===== src/fixed_point_q24_8_alu_defines.svh =====
// Assertion helpers for the fixed-point ALU
`ifndef FIXED_POINT_Q24_8_ALU_DEFINES_SVH
`define FIXED_POINT_Q24_8_ALU_DEFINES_SVH

// same-cycle implication
`define FXALU_ASSERT_NOW(lbl, ante, cons) \
    lbl: assert property (@(posedge clk) disable iff (!rst_n) (ante) |-> (cons)) \
        else $error("fxalu check failed");

// next-cycle implication
`define FXALU_ASSERT_NEXT(lbl, ante, cons) \
    lbl: assert property (@(posedge clk) disable iff (!rst_n) (ante) |=> (cons)) \
        else $error("fxalu check failed");

`endif


===== src/fxalu_pkg.sv =====
package fxalu_pkg;

    localparam int FRAC_BITS_DEF = 8;

    typedef enum logic [3:0] {
        ACT_ADD     = 4'd0,
        ACT_SUB     = 4'd1,
        ACT_MUL     = 4'd2,
        ACT_DIV     = 4'd3,
        ACT_CMP     = 4'd4,
        ACT_MIN     = 4'd5,
        ACT_MAX     = 4'd6,
        ACT_INT2FIX = 4'd7,
        ACT_FLT2FIX = 4'd8,
        ACT_FIX2INT = 4'd9,
        ACT_FIX2FLT = 4'd10,
        ACT_INC     = 4'd11,
        ACT_DEC     = 4'd12
    } act_t;

    localparam logic [1:0] ST_OK    = 2'd0;
    localparam logic [1:0] ST_DIV0  = 2'd1;
    localparam logic [1:0] ST_FLOAT = 2'd2;

    // per-beat side information that rides along the pipe
    typedef struct packed {
        logic [3:0]  act;
        logic [31:0] result;
        logic        gt;
        logic        lt;
        logic        eq;
        logic [1:0]  status;
        logic        is_div;
        logic        neg;
    } side_t;

    // fixed-to-float front half: magnitude and leading one position
    typedef struct packed {
        logic        sign;
        logic        zero;
        logic [4:0]  lead;
        logic [31:0] mag;
    } cvt_t;

endpackage


===== src/fxalu_div_cell.sv =====
module fxalu_div_cell #(
    parameter int DW = 32 + fxalu_pkg::FRAC_BITS_DEF
) (
    input  logic                 clk,
    input  logic                 rst_n,
    input  logic                 in_valid,
    output logic                 in_ready,
    input  fxalu_pkg::side_t     side_in,
    input  logic [31:0]          rem_in,
    input  logic [DW-1:0]        dq_in,
    input  logic [31:0]          divisor_in,
    output logic                 out_valid,
    input  logic                 out_ready,
    output fxalu_pkg::side_t     side_out,
    output logic [31:0]          rem_out,
    output logic [DW-1:0]        dq_out,
    output logic [31:0]          divisor_out
);

    logic                 valid_reg;
    fxalu_pkg::side_t     side_reg;
    logic [31:0]          rem_reg, rem_next;
    logic [DW-1:0]        dq_reg, dq_next;
    logic [31:0]          divisor_reg;
    logic [32:0]          trial;
    logic                 fits;

    assign in_ready = !valid_reg || out_ready;

    // one restoring step: dividend bits leave at the top, quotient bits enter below
    always_comb
    begin
        trial    = {rem_in, dq_in[DW-1]};
        fits     = trial >= {1'b0, divisor_in};
        rem_next = fits ? 32'(trial - {1'b0, divisor_in}) : trial[31:0];
        dq_next  = {dq_in[DW-2:0], fits};
    end

    always_ff @(posedge clk or negedge rst_n)
    begin
        if (!rst_n)
            valid_reg <= 1'b0;
        else if (in_ready)
            valid_reg <= in_valid;
    end

    always_ff @(posedge clk)
    begin
        if (in_ready && in_valid)
        begin
            side_reg    <= side_in;
            rem_reg     <= rem_next;
            dq_reg      <= dq_next;
            divisor_reg <= divisor_in;
        end
    end

    assign out_valid   = valid_reg;
    assign side_out    = side_reg;
    assign rem_out     = rem_reg;
    assign dq_out      = dq_reg;
    assign divisor_out = divisor_reg;

endmodule

===== config.mk =====
export PLATFORM = sky130hd
export DESIGN_NAME = fxalu_div_cell
export DESIGN_NICKNAME = d
export VERILOG_FILES = /design/src/fixed_point_q24_8_alu_defines.svh /design/src/fxalu_pkg.sv /design/src/fxalu_div_cell.sv
export SDC_FILE = /design/constraint.sdc
export NUM_CORES = 1
export LEC_CHECK = 0
export BUFFER_PORTS_ARGS = -buffer_cell sky130_fd_sc_hd__buf_2
export CAP_MARGIN = 5
export CORE_ASPECT_RATIO = 0.7
export CORE_MARGIN = 1.5
export CORE_UTILIZATION = 28
export CTS_CLUSTER_DIAMETER = 80
export DETAILED_ROUTE_END_ITERATION = 6
export MAX_ROUTING_LAYER = met4
export PLACE_DENSITY = 0.49
export SYNTH_ARGS = -nofsm -noshare
export SYNTH_HDL_FRONTEND = slang
export SYNTH_SLANG_ARGS = --single-unit
export TNS_END_PERCENT = 30

===== constraint.sdc =====
create_clock -name clk -period 5.6 [get_ports clk]
set_input_delay 1.4 -clock clk [delete_from_list [all_inputs] [get_ports clk]]
set_output_delay 1.4 -clock clk [all_outputs]
set_load 0.1 [all_outputs]

Word-level counts from Yosys, hierarchy flattened
Cells that the tools add are included.
{"block": "totals", "out_inout_bits": 149, "reg_bits": 148, "elab_cells": 18}
{"block": "op_classes", "add_sub_neg": 1, "magnitude_cmp": 1, "n_mux": 1, "reduce_logical": 3}
{"operator": "greater-or-equal comparator 33 x 32 -> 1 bit", "count": 1}
{"operator": "2-to-1 mux 32 bit", "count": 1}
{"operator": "subtractor 32 bit", "count": 1}
{"operator": "logical AND 1 bit", "count": 1}
{"operator": "zero test 1 bit", "count": 1}
{"operator": "logical OR 1 bit", "count": 1}

Depth between registers and ports, before layout
{"block": "logic_depth", "word_depth": 3, "ltp_mapped": 13, "ltp_nobuf": 12}

Least setup slack after synthesis
No wires, ideal clock.
{"block": "synth_timing", "path_type": "in2reg", "startpoint": "input out_ready", "endpoint": "register divisor_reg[0] (netlist: divisor_out[0]), enable pin", "path_buffers": 0, "arrival_ns": 5.680, "cell_stages": 2, "required_ns": 5.077, "path_slack_ns": -0.603, "path_cell_list": "nand2b_1 and2_1"}
{"block": "synth_between", "elab_chain_cells": 2}
{"element": "from (decl)", "line_no": "fxalu_div_cell.sv:13", "source": "input logic out_ready,"}
{"element": "logical OR 1 bit", "line_no": "fxalu_div_cell.sv:28", "source": "assign in_ready = !valid_reg || out_ready;"}
{"element": "logical AND 1 bit", "line_no": "fxalu_div_cell.sv:49", "source": "if (in_ready && in_valid)"}
{"element": "to (signal assigned)", "line_no": "fxalu_div_cell.sv:54", "source": "divisor_reg <= divisor_in;"}
{"element": "to (decl)", "line_no": "fxalu_div_cell.sv:24", "source": "logic [31:0] divisor_reg;"}
Every way passes these cells.
A chain may end at the register's enable or synchronous reset.

Worst setup path in the final report
{"block": "layout_timing", "startpoint": "input divisor_in[18]", "endpoint": "register rem_reg[8] (netlist: rem_out[8]) (data pin)"}
{"block": "layout_between", "elab_chain_cells": 2}
{"element": "from (decl)", "line_no": "fxalu_div_cell.sv:11", "source": "input logic [31:0] divisor_in,"}
{"element": "greater-or-equal comparator 33 x 32 -> 1 bit", "line_no": "fxalu_div_cell.sv:34", "source": "fits = trial >= {1'b0, divisor_in};"}
{"element": "2-to-1 mux 32 bit", "line_no": "fxalu_div_cell.sv:35", "source": "rem_next = fits ? 32'(trial - {1'b0, divisor_in}) : trial[31:0];"}
{"element": "net rem_next[8]", "line_no": "fxalu_div_cell.sv:22", "source": "logic [31:0] rem_reg, rem_next;"}
{"element": "to (signal assigned)", "line_no": "fxalu_div_cell.sv:52", "source": "rem_reg <= rem_next;"}
{"element": "to (decl)", "line_no": "fxalu_div_cell.sv:22"}
The timed path passes the listed nets, and every way through them passes these cells.

==> flow_metrics.py <==
metrics = {
    "run_status": {
        "status": "complete, no violations",
    },
    "yosys": {
        "synth.distinct_cells": 49,
        "ys_ff_latch": 148,
        "yosys_warnings": 0,
        "netlist_instances": 496,
        "synth_ff_type": "edfxtp_1",
        "syn-cell-area_um2": 6670,
        "seq_area_frac_synth": 0.666,
        "synth_edf_count": 147,
        "synthArstFlopShare": 0.00676,
        "syn_avg_cell_area_um2": 13.4,
        "syn_nets": 680,
    },
    "timing": {
        "fin_setup_tns_ns": 0,
        "post-route-min-period_ns": 4.34,
        "rsz0062_at_grt": "false",
        "max_slew_margin": 0.404,
        "hold_violations": 0,
        "setup-violations-final": 0,
        "timing.fmax_mhz": 230,
        "finalMaxSlewViolations": 0,
        "skew_ns": 0.00719,
        "fin_crit_sh": 0.775,
        "worstMarginPinSlew_ns": 0.894,
    },
    "global_routing": {
        "antenna_found_initial": 1,
        "grt_max_degree": 70,
        "grt_remaining_overflow": 0,
        "grt_pass1_vias": 4828,
        "grt_usage": 0.157,
        "grt_pass1_wl_mm": 28.3,
    },
    "detailed_routing": {
        "initialDrtViolationCount": 305,
        "vias": 4986,
        "wl_met1_mm": 9.07,
        "wl_per_cell_um": 16.5,
        "top_layer": "met4",
        "wl_met3_mm": 1.18,
        "via_per_inst": 4.40,
        "drc": 0,
        "wl_met2_mm": 8.27,
        "ant_nets": 0,
        "routed_wl_mm": 18.7,
        "first_pass_iters": 5,
    },
    "power": {
        "p_per_area_nw_per_um2": 377,
        "ir_drop_v": 0.000196,
        "seq_power_share": 0.388,
        "sw_frac_of_total": 0.375,
        "finalPower_mw": 3.43,
        "p_leak_nw": 3.94,
        "combPwrFrac": 0.281,
        "p_switching_mw": 1.28,
        "p_int_mw": 2.14,
        "clkPwrFrac": 0.331,
    },
    "critical_path": {
        "startpoint_type": "input port",
        "r2r_slack_ns": 3.41,
        "path_max_fanout": 28,
        "arrival_ns": 4.51,
        "required_ns": 5.77,
        "crit_type": "in2reg",
        "end_kind": "flip-flop",
    },
    "floorplanning": {
        "core-area_um2": 23500,
        "die_y_um": 132,
        "start_util": 0.283,
        "ios": 300,
        "row_count": 47,
        "die-area_um2": 24800,
        "fp.dieW_um": 187,
    },
    "place": {
        "place_hpwl_mm": 14.4,
        "io_buffers": 299,
        "gp_congestion": 0.820,
    },
    "clock_network": {
        "insertion_delay_ns": 0.42,
        "cts_tree": "done",
        "clockRootBuffer": "clkbuf_16",
        "cts_buffers": 17,
        "hold_buffers": 0,
        "cts_resized": 0,
        "cts_setup_buffers": 0,
        "clk_path_buf_depth": 2,
        "clk_pin_slew_ns": 0.07,
        "clock-sinks": 148,
        "cts_htree_levels": 4,
    },
    "finish": {
        "final_layout_size_suffix_gt1_frac": 0.426,
        "n_fill_cell": 2370,
        "area_growth_pct": 36.5,
        "nets": 985,
    },
    "min_path": {
        "hold_path.class": "reg2reg",
    },
    "flow_run": {
        "drv_cap": 0,
    },
}
-- placed cells by master, fill, tap and decap left out, types with 4 or more instances in the layout --
master	n
nand3_1	8
o21ai_0	16
a21o_1	12
o211ai_1	4
inv_1	38
nor2_1	35
a31oi_1	5
ha_1	32
buf_2	299
nand4_1	8
buf_4	4
edfxtp_1	147
xor2_1	12
xnor2_1	15
o21a_1	6
nand2b_1	5
a21oi_1	56
mux2_2	6
mux2_1	4
clkbuf_16	17
nor4_1	4
nand2_1	26
inv_6	5
-- cells in the mapped netlist (all sizes together) (2+ instances only) --
library cell  instances  area share
nor4                  4      0.0038
a31oi                 5      0.0047
xnor2                15       0.020
o22ai                 2      0.0019
and4                  2      0.0026
o21a                  6      0.0068
nand2b                5      0.0047
o21bai                3      0.0034
xor2                 12       0.016
o211ai                4      0.0045
a211oi                4      0.0053
nand4                 8      0.0075
buf                  11      0.0094
and2                  3      0.0028
nor2b                 3      0.0028
a21oi                56       0.042
nor2                 35       0.020
a2bb2oi               2      0.0026
or4                   2      0.0023
inv                  38       0.021
nor3                  2      0.0015
edfxtp              147        0.66
clkbuf                7      0.0041
ha                   32       0.060
nand2                26       0.015
o31ai                 2      0.0043
a21o                 12       0.014
mux2                 10       0.017
o21ai                18       0.014
nand3                 8      0.0060
-- per-layer routing --
metal	GRT usage	vias up
met5	-	-
met4	0.0480	0
met3	0.0423	15
met2	0.228	194
met1	0.213	2315
li1	-	2462
-- cells by family after synthesis --
family	count (synthesis)	synth area share
flip-flops	148	0.666
multiplexers	11	0.0184
XOR/XNOR	27	0.0355
AND/OR/NAND/NOR	102	0.0726
AO/OA/AOI/OAI	119	0.110
buffers and inverters	56	0.0349
adder cells (fa/ha/maj)	33	0.0631
-- cell type report --
class                           count  area [µm²]  share of cell area
Multi-Input combinational cell    292        2000               0.220
Sequential cell                   148        4440               0.488
Clock buffer                       17         425              0.0468
Inverter                           38         143              0.0157
Tap cell                          318         398              0.0437
Antenna cell                        1        2.50            0.000275
Clock inverter                     15         146              0.0161
Timing Repair Buffer              304        1550               0.170
-- critical path: stages --
cell and delay [ns]:
buf_2 0.09, inv_1 0.04, ha_1 0.46, nand4_1 0.23
or4_1 0.51, a21oi_1 0.13, nor3_1 0.08, a211oi_2 0.24
o21ai_2 0.16, o31ai_4 0.54, buf_12 0.25, mux2_2 0.36
-- per-stage QoR --
step / util / instances / cell area (µm²) / hold WS [ns] / setup WS, ns
2_1_floorplan: - / 496 / 6670 / 1.10 / 0.984
3_3_place_gp: 0.362 / 1100 / 8520 / 0.512 / 0.914
3_5_place_dp: 0.362 / 1100 / 8520 / 0.523 / 0.760
4_1_cts: 0.387 / 1132 / 9100 / 0.538 / 1.25
5_1_grt: 0.387 / 1133 / 9100 / 0.587 / 1.06
6_report: 0.387 / 1133 / 9100 / 0.545 / 1.26
-- flip-flops by register name, summed over array words and instances (netlist names) --
| name | count |
|---|---|
| out_valid | 1 |
| divisor_out | 32 |
| side_out | 43 |
| dq_out | 40 |
| rem_out | 32 |
-- path summary, 6_finish.rpt --
path | endpoint | startpoint | cells past startpoint
setup / recovery | rem_out[8]$_DFFE_PP_ | divisor_in[18] | 12
hold / removal | out_valid$_DFFE_PN0N_ | out_valid$_DFFE_PN0N_ | 2
setup reg to reg | rem_out[6]$_DFFE_PP_ | out_valid$_DFFE_PN0N_ | 3
hold reg to reg | out_valid$_DFFE_PN0N_ | out_valid$_DFFE_PN0N_ | 2
max in group asynchronous | out_valid$_DFFE_PN0N_ | rst_n | 1
min in group asynchronous | out_valid$_DFFE_PN0N_ | rst_n | 1
-- power by group through the flow --
stage | sequential [mW] | clock [mW] | combinational, mW
after CTS | 1.33 | 1.18 | 0.969
after floorplan | 1.88 | 0 | 0.246
final | 1.33 | 1.13 | 0.963
after detailed placement | 1.36 | 0 | 0.967
after global placement | 1.36 | 0 | 0.968
after global routing | 1.34 | 1.22 | 1.01
(Power assumes the default switching activity.)
