## src/fixed_point_q24_8_alu_defines.svh

```systemverilog
// Assertion helpers for the fixed-point ALU
`ifndef FIXED_POINT_Q24_8_ALU_DEFINES_SVH
`define FIXED_POINT_Q24_8_ALU_DEFINES_SVH

// same-cycle implication
`define FXALU_ASSERT_NOW(lbl, ante, cons) \
    lbl: assert property (@(posedge clk) disable iff (!rst_n) (ante) |-> (cons)) \
        else $error("fxalu check failed");

// next-cycle implication
`define FXALU_ASSERT_NEXT(lbl, ante, cons) \
    lbl: assert property (@(posedge clk) disable iff (!rst_n) (ante) |=> (cons)) \
        else $error("fxalu check failed");

`endif

```

## src/fxalu_pkg.sv

```systemverilog
package fxalu_pkg;

    localparam int FRAC_BITS_DEF = 8;

    typedef enum logic [3:0] {
        ACT_ADD     = 4'd0,
        ACT_SUB     = 4'd1,
        ACT_MUL     = 4'd2,
        ACT_DIV     = 4'd3,
        ACT_CMP     = 4'd4,
        ACT_MIN     = 4'd5,
        ACT_MAX     = 4'd6,
        ACT_INT2FIX = 4'd7,
        ACT_FLT2FIX = 4'd8,
        ACT_FIX2INT = 4'd9,
        ACT_FIX2FLT = 4'd10,
        ACT_INC     = 4'd11,
        ACT_DEC     = 4'd12
    } act_t;

    localparam logic [1:0] ST_OK    = 2'd0;
    localparam logic [1:0] ST_DIV0  = 2'd1;
    localparam logic [1:0] ST_FLOAT = 2'd2;

    // per-beat side information that rides along the pipe
    typedef struct packed {
        logic [3:0]  act;
        logic [31:0] result;
        logic        gt;
        logic        lt;
        logic        eq;
        logic [1:0]  status;
        logic        is_div;
        logic        neg;
    } side_t;

    // fixed-to-float front half: magnitude and leading one position
    typedef struct packed {
        logic        sign;
        logic        zero;
        logic [4:0]  lead;
        logic [31:0] mag;
    } cvt_t;

endpackage

```

## src/fxalu_round.sv

```systemverilog
module fxalu_round #(
    parameter int FRACTION_BITS = fxalu_pkg::FRAC_BITS_DEF,
    parameter int DW            = 32 + FRACTION_BITS
) (
    input  logic                 clk,
    input  logic                 rst_n,
    input  logic                 in_valid,
    output logic                 in_ready,
    input  fxalu_pkg::side_t     side_in,
    input  fxalu_pkg::cvt_t      cvt,
    input  logic [63:0]          prod,
    input  logic [DW-1:0]        dividend_in,
    input  logic [31:0]          divisor_in,
    output logic                 out_valid,
    input  logic                 out_ready,
    output fxalu_pkg::side_t     side_out,
    output logic [DW-1:0]        dividend_out,
    output logic [31:0]          divisor_out
);

    logic                 valid_reg;
    fxalu_pkg::side_t     side_reg, side_next;
    logic [DW-1:0]        dividend_reg;
    logic [31:0]          divisor_reg;

    logic [5:0]           lead;
    logic [4:0]           sh;
    logic [31:0]          rem, half;
    logic [24:0]          mant;
    logic [9:0]           exv;
    logic [31:0]          flt;

    assign in_ready = !valid_reg || out_ready;

    // fixed to float, round to nearest even
    always_comb
    begin
        lead = {1'b0, cvt.lead};
        sh   = '0;
        rem  = '0;
        half = '0;
        if (cvt.lead <= 5'd23)
        begin
            mant = 25'({cvt.mag, 24'd0} >> (6'd1 + lead));
        end
        else
        begin
            sh   = cvt.lead - 5'd23;
            rem  = cvt.mag & ((32'd1 << sh) - 32'd1);
            half = 32'd1 << (sh - 5'd1);
            mant = 25'(cvt.mag >> sh);
            if (rem > half || (rem == half && mant[0]))
                mant = mant + 25'd1;
            if (mant[24])
            begin
                mant = mant >> 1;
                lead = lead + 6'd1;
            end
        end
        exv = {4'd0, lead} + 10'd127 - 10'(FRACTION_BITS);
        flt = cvt.zero ? 32'd0 : {cvt.sign, exv[7:0], mant[22:0]};
    end

    always_comb
    begin
        side_next = side_in;
        if (side_in.act == fxalu_pkg::ACT_MUL)
            side_next.result = 32'($signed(prod) >>> FRACTION_BITS);
        else if (side_in.act == fxalu_pkg::ACT_FIX2FLT)
            side_next.result = flt;
    end

    always_ff @(posedge clk or negedge rst_n)
    begin
        if (!rst_n)
            valid_reg <= 1'b0;
        else if (in_ready)
            valid_reg <= in_valid;
    end

    always_ff @(posedge clk)
    begin
        if (in_ready && in_valid)
        begin
            side_reg     <= side_next;
            dividend_reg <= dividend_in;
            divisor_reg  <= divisor_in;
        end
    end

    assign out_valid    = valid_reg;
    assign side_out     = side_reg;
    assign dividend_out = dividend_reg;
    assign divisor_out  = divisor_reg;

endmodule

```

## config.mk

```make
export PLATFORM = sky130hd
export DESIGN_NAME = fxalu_round
export DESIGN_NICKNAME = d
export VERILOG_FILES = /design/src/fixed_point_q24_8_alu_defines.svh /design/src/fxalu_pkg.sv /design/src/fxalu_round.sv
export SDC_FILE = /design/constraint.sdc
export NUM_CORES = 1
export LEC_CHECK = 0
export ABC_AREA = 1
export ABC_CLOCK_PERIOD_IN_PS = 7400
export BUFFER_PORTS_ARGS = -buffer_cell sky130_fd_sc_hd__buf_2
export CAP_MARGIN = 40
export CORE_MARGIN = 1
export CORE_UTILIZATION = 40
export CTS_CLUSTER_DIAMETER = 80
export DETAILED_ROUTE_END_ITERATION = 8
export PLACE_DENSITY = 0.63
export SLEW_MARGIN = 0
export SYNTH_ARGS = -nofsm -noshare
export SYNTH_HDL_FRONTEND = slang
export SYNTH_SLANG_ARGS = --single-unit
```

## constraint.sdc

```tcl
create_clock -name clk -period 7.4 [get_ports clk]
set_input_delay 0 -clock clk [delete_from_list [all_inputs] [get_ports clk]]
set_output_delay 0 -clock clk [all_outputs]
set_load 0.05 [all_outputs]
```

Word level (Yosys, flattened, before mapping):

Cells that the tools add are included.

* add/subtract/negate cells: 7
* order comparisons: 2
* equality and inequality tests: 3
* shift-type cells: 4
* muxes and demuxes: 9
* bitwise operators: 1
* reductions and logical operators: 5

Operator list (count)
* $mux 32: 3
* $shl 1x5->32 const A: 2
* $shr 56x6->23: 1
* $mux 25: 2
* $mux 23: 2
* $and 32x32->32: 1
* $eq 32x32->1: 1
* $gt 32x32->1: 1
* $shr 32x5->25: 1
* $sub 32x1->32 const B: 1
* $add 25x1->25 const B: 1
* $mux 6: 2
* $add 6x7->8 const B: 1
* $sub 8x4->8 const B: 1
* $add 5x1->6 const B: 1
* $le 5x5->1 const B: 1
* $sub 5x1->5 const B: 1
* $sub 5x5->5 const B: 1
* $eq 4x2->1 const B: 1
* $eq 4x4->1 const B: 1
* $logic_and 1x1->1: 2
* $logic_or 1x1->1: 2
* $logic_not 1->1: 1

* bits in registers: 116
* input port bits: 222
* output and inout port bits: 117

Logic depth before layout (Yosys ltp):

Gate-level depths: netlist (run 1).

* depth after elaboration: 16
* depth in mapped cells: 49
* mapped depth without buffers: 47

Least setup slack after synthesis (run 1):

No wires, ideal clock.

* path type: reg2reg
* from: reg valid_reg, in the netlist out_valid
* to: reg dividend_reg[0], in the netlist dividend_out[0], enable pin
* arrival time: 6221 ps
* required time: 6774 ps
* path slack: 553 ps
* stages on the path, launching flop included: 2
* buffers on the path: 0
* clock period less this slack: 6847 ps
* path through: dfrtp_1 -> a21oi_1

* longest elaborated chain between the ends: 3

RTL lines
* from (decl): line fxalu_round.sv:21 `logic valid_reg;`
* from (signal assigned): line fxalu_round.sv:78 `valid_reg <= in_valid;`
* $logic_not 1->1: line fxalu_round.sv:33 `assign in_ready = !valid_reg || out_ready;`
* $logic_or 1x1->1: line fxalu_round.sv:33
* $logic_and 1x1->1: line fxalu_round.sv:83 `if (in_ready && in_valid)`
* to (signal assigned): line fxalu_round.sv:86 `dividend_reg <= dividend_in;`
* to (decl): line fxalu_round.sv:23 `logic [DW-1:0] dividend_reg;`

No other way between the ends.
A chain may end at the register's enable or synchronous reset.

==> results of run 1 <==
cell type report:
cell class | count | area (um2)
fill | 2450 | 11100
multi-input combinational | 1200 | 6100
sequential | 116 | 3480
timing repair buffer | 471 | 3130
inverter | 129 | 489
clock buffer | 17 | 425
tap | 330 | 413
clock inverter | 15 | 156
flip-flops by register name, summed over array words and instances, names as in the netlist:
signal	count
dividend_out	40
divisor_out	32
out_valid	1
side_out	43
routing by layer:
metal	share of wire (%)	GRT usage [%]	wire, um
met5	0	0	0
met4	3.1	11.4	1200
met3	7.8	3.45	3030
met2	49	49.6	18900
met1	40	36.0	15600
cells by family (layout without fill, tap and decap cells):
family	after synthesis	in the layout	share of synthesized area, %
simple gates	892	892	37.6
buf+inv	201	632	8.13
compound gates	224	224	12.1
xor+xnor	40	40	3.55
mux	1	1	0.0962
flops	116	116	33.4
fa+ha+maj	43	43	5.17
metrics by stage:
stage | hold slack, ps | area (um2) | util, % | instances | setup WS [ps]
4_1_cts | 2.23 | 14200 | 56.0 | 2278 | 1050
5_1_grt | 21.3 | 14200 | 56.0 | 2278 | 184
3_5_place_dp | -225 | 12200 | 48.0 | 2102 | 1150
2_1_floorplan | -296 | 10400 | - | 1517 | 553
6_report | 14.0 | 14200 | 56.0 | 2278 | 920
3_3_place_gp | -225 | 12200 | 48.0 | 2101 | 1230
synth_stat cells, types with 4 or more instances:
master,instances
o21ai_0,93
o221ai_1,6
edfxtp_1,115
nor2_2,7
xor2_1,29
clkinv_1,5
a21oi_1,74
o2111ai_1,6
clkbuf_1,37
nand2_1,415
xnor2_1,10
o21ai_1,5
buf_2,18
inv_2,14
nand2_2,9
ha_1,43
nor3_1,36
nand4_1,16
nor4_1,7
inv_1,108
buf_6,5
nor2_1,159
nor3_2,4
buf_1,5
nand3_1,220
buf_4,7
a31oi_1,18
o211ai_1,7
or2_2,5
where the power goes:
part           switching [uW]  internal [uW]  total, uW
combinational             687            336       1020
sequential               9.80            771        780
clock                     358            477        836
total                    1050           1580       2640
timing repair:
action / CTS / global route
resized for setup: 0 / 0
endpoints found under the hold margin: 117 / 0
setup endpoints to repair: 0 / 0
hold buffers: 144 / 0
buffers inserted: 0 / 0
worst paths after layout:
path                       cells after the start                         to  slack, ps                   from
max reg2reg                                    3     side_out[11]$_DFFE_PP_       4890  out_valid$_DFFE_PN0N_
min reg2reg                                    1  divisor_out[10]$_DFFE_PP_        720  out_valid$_DFFE_PN0N_
max                                           42     side_out[37]$_DFFE_PP_        920                cvt[34]
min in group asynchronous                      3      out_valid$_DFFE_PN0N_        420                  rst_n
min                                            3     side_out[27]$_DFFE_PP_         10            side_in[27]
max in group asynchronous                      3      out_valid$_DFFE_PN0N_       6870                  rst_n
worst max-delay path: cells and delay by family:
family / cells / cell delay, ps
compound gates: 1 / 130
fa+ha+maj: 3 / 970
xor+xnor: 1 / 150
simple gates: 28 / 3580
buf+inv: 9 / 1770
==> reports/qor.yml, run 1 <==
timing:
  maxSlewHeadroom_pct: 39.7
  worstMarginPinSlew_ps: 904
  hold_viol_final: 0
  tns_ps: 0
  setup_viol: 0
  grt_setup_unrepaired: "no"
  fin_crit_sh_pct: 87.6
  maxSlewViolCount: 0
  fmax_ghz: 0.154
  fin_skew_ps: 14.9
  layout_min_cycle_time_ps: 6480
clock_network:
  htree_levels: 4
  cts_buffer_depth: 2
  clockRootBuffer: "clkbuf_16"
  cts_num_sinks: 116
  cts_tree: "done"
  clkLatencyLatePin_ps: 420
  cts_buffers: 17
  clk_pin_slew_ps: 60
synthesis:
  netlist_instances: 1517
  synth_edf_count: 115
  ys_ff_latch: 116
  async_flop_share_pct: 0.862
  synth_area_um2: 10400
  synth.area.top_cells: "edfxtp_1 (33%), nand2_1 (15%), nand3_1 (11%), nor2_1 (5.7%), ha_1 (5.2%)"
  synth_area_leader_cell: "edfxtp_1"
  avgSynthCellArea_um2: 6.86
  synth_top_area_share_pct: 33.2
  synth_ff_type: "edfxtp_1"
  syn_nets: 1782
  ys_types: 51
  ys_seq_area_share_pct: 33.4
  synth_warnings: 0
power:
  p_per_area_nw_per_um2: 186
  ir_drop_uv: 112
  total_power_uw: 2640
  p_leak_uw: 0.00657
final_layout:
  diodes: 0
  final_cell_mix: "nand2_1 (415), buf_2 (306), nand3_1 (220)"
  layout-drive-gt1-share_pct: 21.4
  layout.nets: 2200
  mostFrequentLayoutCell: "nand2_1"
  area_growth_syn_to_layout_pct: 36.3
die:
  core_um2: 25300
  ios: 339
  die_x_um: 163
  floorplan.initialDensity_pct: 41.1
  die-area_um2: 26700
  fp-row-count: 58
  die_y_um: 163
setup_path:
  cp_max_fo: 32
  start_kind: "primary input"
  cpPeakStageDelay_ps: 550
  worstPathArrival_ps: 6650
  worstPathRequired_ps: 7570
  crit_path_end_kind: "flop"
  critPathKind: "primary input to flop"
  cpMaxStageDelayCell: "dlygate4sd3_1"
  critPathMostFrequentCell: "nand2_1"
placed_design:
  gp_congestion: 0.971
  io_buffers: 306
  dp_hpwl_mm: 29.7
global_routing:
  antenna_found_initial: 0
  grt.overflow.total: 0
  grt_start_max_net_pins: 70
  grt_pass1_vias: 11492
  grt_first_pass_wirelength_mm: 59.5
  grt_usage_pct: 28.6
worst_hold_path:
  min_path_type: "primary input to flop"
detailed_routing:
  drt_pass1_iterations: 9
  drc: 0
  viasPerCell: 5.38
  post_drt_wl_per_cell_um: 17.0
  ant_nets: 0
  finalWirelength_mm: 38.7
  drt-initial-drc-count: 1404
  dr_total_vias: 12252
run:
  cap_violations: 0
run_status:
  outcome: "complete, no violations"
No activity file was read; power rests on OpenSTA's default activity.
==> inputs of run 2 (changes only) <==
--- a/config.mk
+++ b/config.mk
@@ -14,6 +14,7 @@
 export CTS_CLUSTER_DIAMETER = 80
 export DETAILED_ROUTE_END_ITERATION = 8
 export PLACE_DENSITY = 0.63
+export REMOVE_ABC_BUFFERS = 1
 export SLEW_MARGIN = 0
 export SYNTH_ARGS = -nofsm -noshare
 export SYNTH_HDL_FRONTEND = slang
==> run 2 against run 1 <==
Worst setup slack better by 80 ps. Via count is 0.34% lower. Clock power is 5.6% lower. First-iteration DRC count is 9.0% lower. Combinational power hardly changed. Non-clock buffer count is 6 lower. Total power is 1.2% lower. Routed wire length is 7.4% higher. Register-to-register slack better by 260 ps. Fmax is 1.3% higher.
==> reports/qor.yml, run 2 (synthesized netlist as in run 1, its figures left out) <==
run_status:
  outcome: "complete, no violations"
clock_network:
  cts_buffer_depth: 2
  cts_num_sinks: 116
  clk_pin_slew_ps: 60
  htree_levels: 4
  clkLatencyLatePin_ps: 410
  clockRootBuffer: "clkbuf_16"
  cts_buffers: 17
  cts_tree: "done"
global_routing:
  grt_start_max_net_pins: 52
  grt_usage_pct: 30.4
  antenna_found_initial: 1
  grt_first_pass_wirelength_mm: 61.9
  grt.overflow.total: 0
  grt_pass1_vias: 11553
die:
  ios: 339
  die_x_um: 163
  floorplan.initialDensity_pct: 41.1
  fp-row-count: 58
  die_y_um: 163
  die-area_um2: 26700
  core_um2: 25300
setup_path:
  crit_family: "simple AND/OR/NAND/NOR gates"
  worstPathRequired_ps: 7550
  critPathKind: "primary input to flop"
  cp_max_fo: 31
  start_kind: "primary input"
  cpMaxStageDelayCell: "dlygate4sd3_1"
  cpPeakStageDelay_ps: 570
  critPathMostFrequentCell: "nand2_1"
  worstPathArrival_ps: 6550
  crit_path_end_kind: "flop"
  path_buf_inv: 8
final_layout:
  instances_no_fill: 2272
  diodes: 0
  mostFrequentLayoutCell: "nand2_1"
  regArea_um2: 3480
  fillers: 2442
  final_cell_mix: "nand2_1 (415), buf_2 (306), nand3_1 (220)"
  layout.nets: 2194
  layout-drive-gt1-share_pct: 21.8
  multi_input_area_um2: 6100
  area_growth_syn_to_layout_pct: 35.7
  largest_reg_flops: 43
detailed_routing:
  ant_nets: 0
  post_drt_wl_per_cell_um: 18.3
  drt_pass1_iterations: 6
  viasPerCell: 5.37
  drt-initial-drc-count: 1278
  finalWirelength_mm: 41.6
  drc: 0
  dr_total_vias: 12210
timing:
  fin_skew_ps: 18.7
  tns_ps: 0
  worstMarginPinSlew_ps: 559
  hold_viol_final: 0
  maxSlewHeadroom_pct: 62.4
  maxSlewViolCount: 0
  layout_min_cycle_time_ps: 6400
  fmax_ghz: 0.156
  layout_setup_ws_ps: 1000
  fin_crit_sh_pct: 86.5
  setup_viol: 0
  grt_setup_unrepaired: "no"
power:
  p_per_area_nw_per_um2: 185
  p_leak_uw: 0.00654
  ir_drop_uv: 160
placed_design:
  io_buffers: 306
  dp_hpwl_mm: 32.1
  place_ws_ps: 1130
  gp_congestion: 0.978
  dp_cells: 2110
worst_hold_path:
  min_path_type: "primary input to flop"
run:
  cap_violations: 0
==> run 2: cell count changes in the layout (fill, tap and decap cells not counted), moves of 2 or more <==
cell           previous run  this run
inv_6                     8         4
clkinvlp_4                3         5
buf_16                    0         2
inv_8                     3         0
dlygate4sd3_1           144       130
buf_4                    21        27
clkinv_4                  0         2
clkinv_2                  0         2
==> run 2: per-layer routing <==
| layer | track usage (%) | up-vias | part of all wire (%) |
|---|---|---|---|
| met5 | 0 | - | 0.031 |
| met4 | 11.6 | 2 | 3.0 |
| met3 | 4.32 | 64 | 7.5 |
| met2 | 52.3 | 557 | 49 |
| met1 | 38.3 | 5604 | 41 |
| li1 | - | 5983 | - |
==> run 2: path summary, 6_finish.rpt <==
check,start,slack [ps],depth (start not counted),end
max,cvt[35],1000,41,side_out[34]$_DFFE_PP_
min,side_in[14],20,3,side_out[14]$_DFFE_PP_
max reg2reg,out_valid$_DFFE_PN0N_,5150,4,dividend_out[11]$_DFFE_PP_
min reg2reg,out_valid$_DFFE_PN0N_,780,1,side_out[1]$_DFFE_PP_
max in group asynchronous,rst_n,6850,3,out_valid$_DFFE_PN0N_
min in group asynchronous,rst_n,440,3,out_valid$_DFFE_PN0N_
==> run 2: tightest hold or removal path: stages <==
cell and delay [ps]:
buf_2 80, o21ai_0 80, a21oi_1 140
==> run 2: layout make-up <==
class / instances / share of cell area, %
clock buffer: 18 / 3.04
clock inverter: 14 / 0.921
inverter: 129 / 3.46
multi-input combinational: 1200 / 43.2
sequential: 116 / 24.6
tap: 330 / 2.92
timing repair buffer: 465 / 21.9
==> run 2: through the flow <==
step / total power [uW] / utilization (%) / area, um2 / hold WS (ps)
after floorplan: 1460 / - / 10100 / -296
after global placement: 1740 / 48.2 / 12200 / -226
after detailed placement: 1750 / 48.4 / 12300 / -224
after CTS: 2600 / 55.8 / 14100 / 9.21
after global routing: 2740 / 55.8 / 14100 / 9.02
final: 2610 / 55.8 / 14100 / 21.5
==> run 2: what timing repair did <==
action / in CTS / in global routing
resized for setup: 0 / 0
hold buffers: 130 / 0
setup buffers: 0 / 0
hold endpoints to repair: 114 / 0
==> run 2: where the power goes <==
| part | total [uW] | switching [uW] | internal, uW |
|---|---|---|---|
| sequential | 781 | 10.4 | 770 |
| clock | 789 | 324 | 466 |
| combinational | 1040 | 703 | 334 |
